$ cat config.mk
export PLATFORM = sky130hd
export DESIGN_NAME = obj_face_index_parser_top
export DESIGN_NICKNAME = d
export VERILOG_FILES = /design/src/hw/rtl/obj_fip_pkg.sv /design/src/hw/rtl/obj_fip_parse.sv /design/src/hw/rtl/obj_fip_resolve.sv /design/src/hw/rtl/obj_face_index_parser_top.sv
export SDC_FILE = /design/constraint.sdc
export NUM_CORES = 1
export LEC_CHECK = 0
export ABC_AREA = 1
export BUFFER_PORTS_ARGS = -buffer_cell sky130_fd_sc_hd__buf_4
export CORE_UTILIZATION = 25
export CTS_BUF_LIST = sky130_fd_sc_hd__clkbuf_8
export CTS_CLUSTER_SIZE = 30
export DETAILED_ROUTE_END_ITERATION = 10
export GPL_TIMING_DRIVEN = 0
export SLEW_MARGIN = 5
export SYNTH_ARGS = -nofsm -noshare
export SYNTH_HDL_FRONTEND = slang
export SYNTH_HIERARCHICAL = 1
export SYNTH_SLANG_ARGS = --single-unit
$ cat constraint.sdc
create_clock -name i_clk -period 7.6 [get_ports i_clk]
set_input_delay 1.9 -clock i_clk [delete_from_list [all_inputs] [get_ports i_clk]]
set_output_delay 1.9 -clock i_clk [all_outputs]
set_load 0.01 [all_outputs]
$ cat src/hw/rtl/obj_fip_pkg.sv
// Package for the face index parser: widths, character codes, phase codes,
// register indexes and the structs passed between parser and resolver.
// No dependencies.
package obj_fip_pkg;

    // Accumulator width and derived constants
    localparam int INDEX_BITS = 24;
    localparam int COUNT_W    = 24;
    localparam int IDX_W      = 25;
    localparam int CALC_W     = ((INDEX_BITS > COUNT_W) ? INDEX_BITS : COUNT_W) + 1;
    localparam int PUSH_W     = INDEX_BITS + 4;
    localparam logic [INDEX_BITS-1:0] ACC_MAX = '1;

    // Stream payload layout
    localparam int IN_DATA_W  = 8;
    localparam int OUT_DATA_W = 80;

    // Configuration port
    localparam int CFG_ADDR_W = 2;
    localparam logic [CFG_ADDR_W-1:0] REG_VERTEX_COUNT   = 2'd0;
    localparam logic [CFG_ADDR_W-1:0] REG_TEXCOORD_COUNT = 2'd1;
    localparam logic [CFG_ADDR_W-1:0] REG_NORMAL_COUNT   = 2'd2;

    // Character codes
    localparam logic [7:0] CH_ZERO  = 8'h30;
    localparam logic [7:0] CH_NINE  = 8'h39;
    localparam logic [7:0] CH_MINUS = 8'h2D;
    localparam logic [7:0] CH_SLASH = 8'h2F;

    // Parse phases
    localparam int PHASE_W = 3;
    localparam logic [PHASE_W-1:0] PH_IDLE = 3'd0;
    localparam logic [PHASE_W-1:0] PH_V    = 3'd1;
    localparam logic [PHASE_W-1:0] PH_TS   = 3'd2;
    localparam logic [PHASE_W-1:0] PH_T    = 3'd3;
    localparam logic [PHASE_W-1:0] PH_NS   = 3'd4;
    localparam logic [PHASE_W-1:0] PH_N    = 3'd5;

    // Open token: accumulated magnitudes and sign flags
    typedef struct packed {
        logic [INDEX_BITS-1:0] v_acc;
        logic [INDEX_BITS-1:0] t_acc;
        logic [INDEX_BITS-1:0] n_acc;
        logic                  v_neg;
        logic                  t_neg;
        logic                  n_neg;
    } t_token;

    // What the current beat causes
    typedef struct packed {
        logic emit;
        logic corner;
        logic face_end;
    } t_event;

endpackage

$ cat src/hw/rtl/obj_fip_parse.sv
// Per-character parser: phase register, accumulators and sign flags.
// Depends on obj_fip_pkg.
module obj_fip_parse (
    input  logic                 i_clk,
    input  logic                 i_rst_n,
    input  logic                 i_accept,
    input  logic [7:0]           i_char,
    input  logic                 i_eol,
    output obj_fip_pkg::t_token  o_tok,
    output obj_fip_pkg::t_event  o_evt
);
    import obj_fip_pkg::*;

    logic [PHASE_W-1:0] r_phase;
    logic [PHASE_W-1:0] n_phase;
    t_token             r_tok;
    t_token             n_tok;
    logic               ended;
    logic               is_digit;
    logic               is_minus;
    logic               is_slash;
    logic [3:0]         digit_val;
    logic [7:0]         char_off;

    // Multiply by ten, add the digit and saturate
    function automatic logic [INDEX_BITS-1:0] acc_push(
        input logic [INDEX_BITS-1:0] acc,
        input logic [3:0]            d
    );
        logic [PUSH_W-1:0] w;
        logic [PUSH_W-1:0] s;
        w = PUSH_W'(acc);
        s = (w << 3) + (w << 1) + PUSH_W'(d);
        if (s > PUSH_W'(ACC_MAX)) begin
            return ACC_MAX;
        end
        return s[INDEX_BITS-1:0];
    endfunction

    // Classify the character
    assign char_off  = i_char - CH_ZERO;
    assign digit_val = char_off[3:0];
    assign is_digit  = (i_char >= CH_ZERO) && (i_char <= CH_NINE);
    assign is_minus  = (i_char == CH_MINUS);
    assign is_slash  = (i_char == CH_SLASH);

    // Next phase and token contents
    always_comb begin
        n_phase = r_phase;
        n_tok   = r_tok;
        ended   = 1'b0;
        unique case (r_phase)
            PH_IDLE: begin
                if (is_minus) begin
                    n_tok.v_neg = 1'b1;
                    n_phase     = PH_V;
                end else if (is_digit) begin
                    n_tok.v_acc = INDEX_BITS'(digit_val);
                    n_phase     = PH_V;
                end
            end
            PH_V: begin
                if (is_digit) begin
                    n_tok.v_acc = acc_push(r_tok.v_acc, digit_val);
                end else if (is_slash) begin
                    n_phase = PH_TS;
                end else begin
                    ended = 1'b1;
                end
            end
            PH_TS: begin
                if (is_minus) begin
                    n_tok.t_neg = 1'b1;
                    n_phase     = PH_T;
                end else if (is_digit) begin
                    n_tok.t_acc = INDEX_BITS'(digit_val);
                    n_phase     = PH_T;
                end else if (is_slash) begin
                    n_phase = PH_NS;
                end else begin
                    ended = 1'b1;
                end
            end
            PH_T: begin
                if (is_digit) begin
                    n_tok.t_acc = acc_push(r_tok.t_acc, digit_val);
                end else if (is_slash) begin
                    n_phase = PH_NS;
                end else begin
                    ended = 1'b1;
                end
            end
            PH_NS: begin
                if (is_minus) begin
                    n_tok.n_neg = 1'b1;
                    n_phase     = PH_N;
                end else if (is_digit) begin
                    n_tok.n_acc = INDEX_BITS'(digit_val);
                    n_phase     = PH_N;
                end else begin
                    ended = 1'b1;
                end
            end
            PH_N: begin
                if (is_digit) begin
                    n_tok.n_acc = acc_push(r_tok.n_acc, digit_val);
                end else begin
                    ended = 1'b1;
                end
            end
            default: begin
                n_phase = PH_IDLE;
            end
        endcase
        // Line end closes any token still open
        if (i_eol && (n_phase != PH_IDLE)) begin
            ended = 1'b1;
        end
    end

    assign o_tok          = n_tok;
    assign o_evt.emit     = ended || i_eol;
    assign o_evt.corner   = ended;
    assign o_evt.face_end = i_eol;

    // Advance on each beat; drop the token once it has been emitted
    always_ff @(posedge i_clk) begin
        if (!i_rst_n) begin
            r_phase <= PH_IDLE;
            r_tok   <= '0;
        end else if (i_accept) begin
            if (o_evt.emit) begin
                r_phase <= PH_IDLE;
                r_tok   <= '0;
            end else begin
                r_phase <= n_phase;
                r_tok   <= n_tok;
            end
        end
    end

endmodule

$ cat src/hw/rtl/obj_fip_resolve.sv
// Resolves relative indices, converts to zero-based and holds the result beat.
// Depends on obj_fip_pkg.
module obj_fip_resolve (
    input  logic                                i_clk,
    input  logic                                i_rst_n,
    input  logic                                i_load,
    input  obj_fip_pkg::t_event                 i_evt,
    input  obj_fip_pkg::t_token                 i_tok,
    input  logic [obj_fip_pkg::COUNT_W-1:0]     i_vertex_count,
    input  logic [obj_fip_pkg::COUNT_W-1:0]     i_texcoord_count,
    input  logic [obj_fip_pkg::COUNT_W-1:0]     i_normal_count,
    input  logic                                i_m_tready,
    output logic                                o_m_tvalid,
    output logic [obj_fip_pkg::OUT_DATA_W-1:0]  o_m_tdata,
    output logic                                o_m_tlast,
    output logic                                o_slot_free
);
    import obj_fip_pkg::*;

    logic                  r_valid;
    logic [OUT_DATA_W-1:0] r_data;
    logic                  r_last;
    logic [OUT_DATA_W-1:0] n_data;
    logic [CALC_W-1:0]     v_dec;
    logic [CALC_W-1:0]     t_dec;
    logic [CALC_W-1:0]     n_dec;
    logic                  t_ok;
    logic                  n_ok;

    // Resolved index minus one: count - acc when negative, else acc - 1
    function automatic logic [CALC_W-1:0] resolve_dec(
        input logic [INDEX_BITS-1:0] acc,
        input logic                  neg,
        input logic [COUNT_W-1:0]    cnt
    );
        if (neg) begin
            return CALC_W'(cnt) - CALC_W'(acc);
        end
        return CALC_W'(acc) - CALC_W'(1);
    endfunction

    assign v_dec = resolve_dec(i_tok.v_acc, i_tok.v_neg, i_vertex_count);
    assign t_dec = resolve_dec(i_tok.t_acc, i_tok.t_neg, i_texcoord_count);
    assign n_dec = resolve_dec(i_tok.n_acc, i_tok.n_neg, i_normal_count);

    // A resolved index of zero shows as all ones after the decrement
    assign t_ok = (t_dec != '1);
    assign n_ok = (n_dec != '1);

    // Pack the result beat; all fields zero when no corner ends here
    always_comb begin
        n_data = '0;
        if (i_evt.corner) begin
            n_data[0]                 = 1'b1;
            n_data[IDX_W:1]           = v_dec[IDX_W-1:0];
            n_data[IDX_W+1]           = t_ok;
            n_data[2*IDX_W+1:IDX_W+2] = t_ok ? t_dec[IDX_W-1:0] : '0;
            n_data[2*IDX_W+2]         = n_ok;
            n_data[3*IDX_W+2:2*IDX_W+3] = n_ok ? n_dec[IDX_W-1:0] : '0;
        end
    end

    assign o_slot_free = !r_valid || i_m_tready;

    // Output register: hold while stalled, refill when taken
    always_ff @(posedge i_clk) begin
        if (!i_rst_n) begin
            r_valid <= 1'b0;
        end else if (o_slot_free) begin
            r_valid <= i_load;
        end
    end

    always_ff @(posedge i_clk) begin
        if (o_slot_free && i_load) begin
            r_data <= n_data;
            r_last <= i_evt.face_end;
        end
    end

    assign o_m_tvalid = r_valid;
    assign o_m_tdata  = r_data;
    assign o_m_tlast  = r_last;

endmodule

$ cat src/hw/rtl/obj_face_index_parser_top.sv
// Face line corner parser: one character per input beat, at most one corner per
// result beat. Uses obj_fip_pkg, obj_fip_parse and obj_fip_resolve.
//
// Usage:
//  - Input stream carries the characters of a face line after the keyword,
//    one per beat; tlast marks the final character of the line.
//  - Output stream carries one beat per completed corner; the final character
//    of a line always gives a beat, shared with a corner that ends there, and
//    tlast marks that beat.
//  - Vertex, texcoord and normal counts are written through the plain write
//    port and serve as bases for negative (relative) indices.
//  - Throughput is one character per cycle while input ready is high. The
//    result of an accepted character is shown from the next cycle on,
//    held in a single output register.
//  - Input ready is high while the output register is empty or being taken
//    in the same cycle, so a stalled receiver holds the result beat and
//    stops all input, whether or not the next character gives a result.
//  - Synchronous active-low reset returns the parser to idle, clears all
//    counts and empties the output register.
module obj_face_index_parser_top (
    input  logic                                i_clk,
    input  logic                                i_rst_n,
    // Configuration write port
    input  logic                                i_cfg_wr_en,
    input  logic [obj_fip_pkg::CFG_ADDR_W-1:0]  i_cfg_addr,
    input  logic [obj_fip_pkg::COUNT_W-1:0]     i_cfg_wdata,
    // Input stream
    input  logic                                i_s_tvalid,
    output logic                                o_s_tready,
    input  logic [obj_fip_pkg::IN_DATA_W-1:0]   i_s_tdata,  // [7:0] char_code
    input  logic                                i_s_tlast,  // end_of_line
    // Output stream
    output logic                                o_m_tvalid,
    input  logic                                i_m_tready,
    // [0] corner_valid, [25:1] vertex_index, [26] texcoord_valid,
    // [51:27] texcoord_index, [52] normal_valid, [77:53] normal_index,
    // [79:78] zero
    output logic [obj_fip_pkg::OUT_DATA_W-1:0]  o_m_tdata,
    output logic                                o_m_tlast   // face_end
);
    import obj_fip_pkg::*;

    logic [COUNT_W-1:0] r_vertex_count;
    logic [COUNT_W-1:0] r_texcoord_count;
    logic [COUNT_W-1:0] r_normal_count;
    logic               slot_free;
    logic               s_accept;
    t_token             tok;
    t_event             evt;

    // Count registers
    always_ff @(posedge i_clk) begin
        if (!i_rst_n) begin
            r_vertex_count   <= '0;
            r_texcoord_count <= '0;
            r_normal_count   <= '0;
        end else if (i_cfg_wr_en) begin
            unique case (i_cfg_addr)
                REG_VERTEX_COUNT:   r_vertex_count   <= i_cfg_wdata;
                REG_TEXCOORD_COUNT: r_texcoord_count <= i_cfg_wdata;
                REG_NORMAL_COUNT:   r_normal_count   <= i_cfg_wdata;
                default: begin
                end
            endcase
        end
    end

    assign o_s_tready = slot_free;
    assign s_accept   = i_s_tvalid && slot_free;

    obj_fip_parse u_parse (
        .i_clk    (i_clk),
        .i_rst_n  (i_rst_n),
        .i_accept (s_accept),
        .i_char   (i_s_tdata),
        .i_eol    (i_s_tlast),
        .o_tok    (tok),
        .o_evt    (evt)
    );

    obj_fip_resolve u_resolve (
        .i_clk            (i_clk),
        .i_rst_n          (i_rst_n),
        .i_load           (s_accept && evt.emit),
        .i_evt            (evt),
        .i_tok            (tok),
        .i_vertex_count   (r_vertex_count),
        .i_texcoord_count (r_texcoord_count),
        .i_normal_count   (r_normal_count),
        .i_m_tready       (i_m_tready),
        .o_m_tvalid       (o_m_tvalid),
        .o_m_tdata        (o_m_tdata),
        .o_m_tlast        (o_m_tlast),
        .o_slot_free      (slot_free)
    );

endmodule

==> reports/results.ini <==
[outcome]
status=completed

[finish]
multiInputGateArea_um2=16500
final_nets=4543
seqCellArea_um2=5400
syn_to_final_growth_pct=14.0
final_util_pct=28.8
fill_cells=11100
drive_gt1_share_pct=10.8

[synthesis]
avgSynthCellArea_um2=6.07
synth_compound_gate_area_share_pct=11.9
synth_top_family_by_area=simple AND/OR/NAND/NOR gates
yosys_warnings=6
synth_cells=4108
synth_edf_count=79
synthArstFlopShare_pct=0
synth-simple-area-share_pct=39.8
yosysSeqAreaShare_pct=21.6
synth_area_leaders=nand2_1 20%, dfxtp_1 12%, ha_1 11%
syn_area_um2=24900
synthTopCellsByCount=1309 x nand2_1, 621 x inv_1, 428 x nor2_1
synth_fa_ha_area_share_pct=11.6
synth.mux.area_fraction_pct=0
yosys_register_bits=230
synth-xor-area-share_pct=2.57
ys_types=55
synth_ff_type=dfxtp_1
synthMostInstantiatedCell=nand2_1
netlist.area_leader.share_pct=19.7
yosys.area.top_type=nand2_1

[place]
hpwl_um=75700
dp_slack_ns=-0.226
routabilityCongestion=0.959
io_buffers=120

[worst_setup_path]
crit_buf_inv=6
critPathTopFamily=simple AND/OR/NAND/NOR gates
cp.arrival_ns=7.61
startpoint_type=input port
crit_top_cell=nand2_1
critPathMaxStageDelay_ns=0.57
critical_path.slowest_cell=fa_1
critPathMaxFanout=10
cp.required_ns=7.99
crit_type=in2reg
critPathCaptureType=flip-flop

[worst_hold_path]
hold_path.class=reg2reg

[sta]
setup_viol=0
fin_crit_sh_pct=95.0
grt_setup_unrepaired=false
timing.final.ws_setup_ns=0.382
fin_crit_ns=7.22
slew_violations=0
finalSetupTns_ns=0
skew_ns=0.0530
worstMarginPinSlew_ns=0.909
hold_viol=0
slew_headroom_pct=39.4
max_clock_freq_mhz=139

[run]
drv_cap=0

[drt]
wirelength_um=91900
wire_per_inst_um=16.4
ant_nets=0
firstDrtPassIters=6
detail_route.vias_per_cell=4.76
drt_iter0_drc=2494
drcViolationCount=0
via_count=26700

[pwr]
p_leak_nw=15.0
p_total_mw=3.31
ir_drop_mv=0.0975
power_density_nw_per_um2=117

[cts]
cts_tree=done
clock_latency_ns=0.64
max-clock-path-buffers=3
h-tree-depth=2
numCtsBuffers=44
clock_sink_count=230
cts-root-buf=clkbuf_8
clk_pin_slew_worst_paths_ns=0.06

[floorplan]
initial_utilization_pct=25.3
die_h_um=318
rows=115
coreArea_um2=98600
die_w_um=318
boundaryPins=123
die-area_um2=101000

[global_route]
grt_pass1_vias=24400
grt_start_max_net_pins=30
grt.total_usage_pct=17.6
grt_pass1_wl_um=140000
grt_overflow=0
antenna_found_initial=8

-- power by group --
part           internal, mW  leakage [nW]  switching (mW)
clock                 0.670         0.502           0.606
sequential             1.31          1.98          0.0261
combinational         0.238          12.5           0.467
-- placed cells by master (no fill, tap or decap), types with 42 or more instances in the layout --
| cell | instances |
|---|---|
| buf_4 | 137 |
| nor2_2 | 45 |
| nand2_1 | 1309 |
| dfxtp_1 | 151 |
| nand4_1 | 132 |
| xor2_1 | 43 |
| o21a_1 | 60 |
| clkbuf_8 | 49 |
| clkbuf_1 | 42 |
| edfxtp_1 | 79 |
| nor2_1 | 425 |
| a21oi_1 | 263 |
| nand3_1 | 225 |
| o21ai_0 | 96 |
| nand2_2 | 86 |
| inv_1 | 632 |
| ha_1 | 216 |
-- final timing paths --
path,startpoint,end,slack [ns],cells past startpoint
setup / recovery,i_s_tdata[3],u_resolve/o_m_tdata[74],0.38,34
hold / removal,u_parse/r_tok[0],u_parse/r_tok[0],0.46,2
setup reg to reg,u_parse/r_tok[3],u_resolve/o_m_tdata[74],1.46,33
hold reg to reg,u_parse/r_tok[0],u_parse/r_tok[0],0.46,2
-- sequential cells by signal, indices dropped and copies added, names as in the netlist --
register / flops
r_normal_count: 24
r_texcoord_count: 24
r_vertex_count: 24
u_parse/r_phase: 3
u_parse/r_tok: 75
u_resolve/o_m_tdata: 78
u_resolve/o_m_tlast: 1
u_resolve/o_m_tvalid: 1
-- metal layers --
metal	up-vias	part of all wire, %	wire (um)	track usage [%]
li1	13500	-	-	-
met1	12200	46	42200	24.2
met5	-	0	0	0
met2	860	45	41100	28.8
met3	117	7.0	6470	2.38
met4	0	2.3	2140	4.58
-- kinds of logic (layout without fill, tap and decap cells) --
family | Yosys count | count (layout)
AO/OA/AOI/OAI | 512 | 512
XOR/XNOR | 73 | 73
adder cells (fa/ha/maj) | 225 | 225
buffers and inverters | 754 | 959
flip-flops | 230 | 230
other | 1 | 3
AND/OR/NAND/NOR | 2313 | 2313
-- what timing repair did --
item	4_1_cts	5_1_grt
buffers inserted	0	0
resized for setup	0	4
endpoints found under the setup margin	0	3
hold buffers	0	0
endpoints found under the hold margin	0	0
-- area by class of cell --
class | count | area share, %
inverters | 636 | 8.40
clock inverters | 33 | 0.766
repair buffers | 123 | 3.38
multi-input cells | 3125 | 57.9
diodes | 1 | 0.00881
well taps | 1287 | 5.67
clock buffers | 49 | 2.37
flip-flops and latches | 230 | 19.0
plain buffers | 118 | 2.51
-- worst register-to-register path, delay by kind of cell (launching register included) --
family          cells  cell delay [ns]
flops               1             0.47
buf+inv             5             0.72
simple gates       24             3.01
fa+ha+maj           3             1.39
compound gates      1             0.35
-- stage by stage --
step	hold slack [ns]	instance area [um^2]	cells
2_1_floorplan	0.437	24900	4109
3_3_place_gp	0.444	27400	5516
3_5_place_dp	0.449	27500	5519
4_1_cts	0.459	28400	5601
5_1_grt	0.489	28400	5602
6_report	0.460	28400	5602
Power figures use the tool's default switching activity.
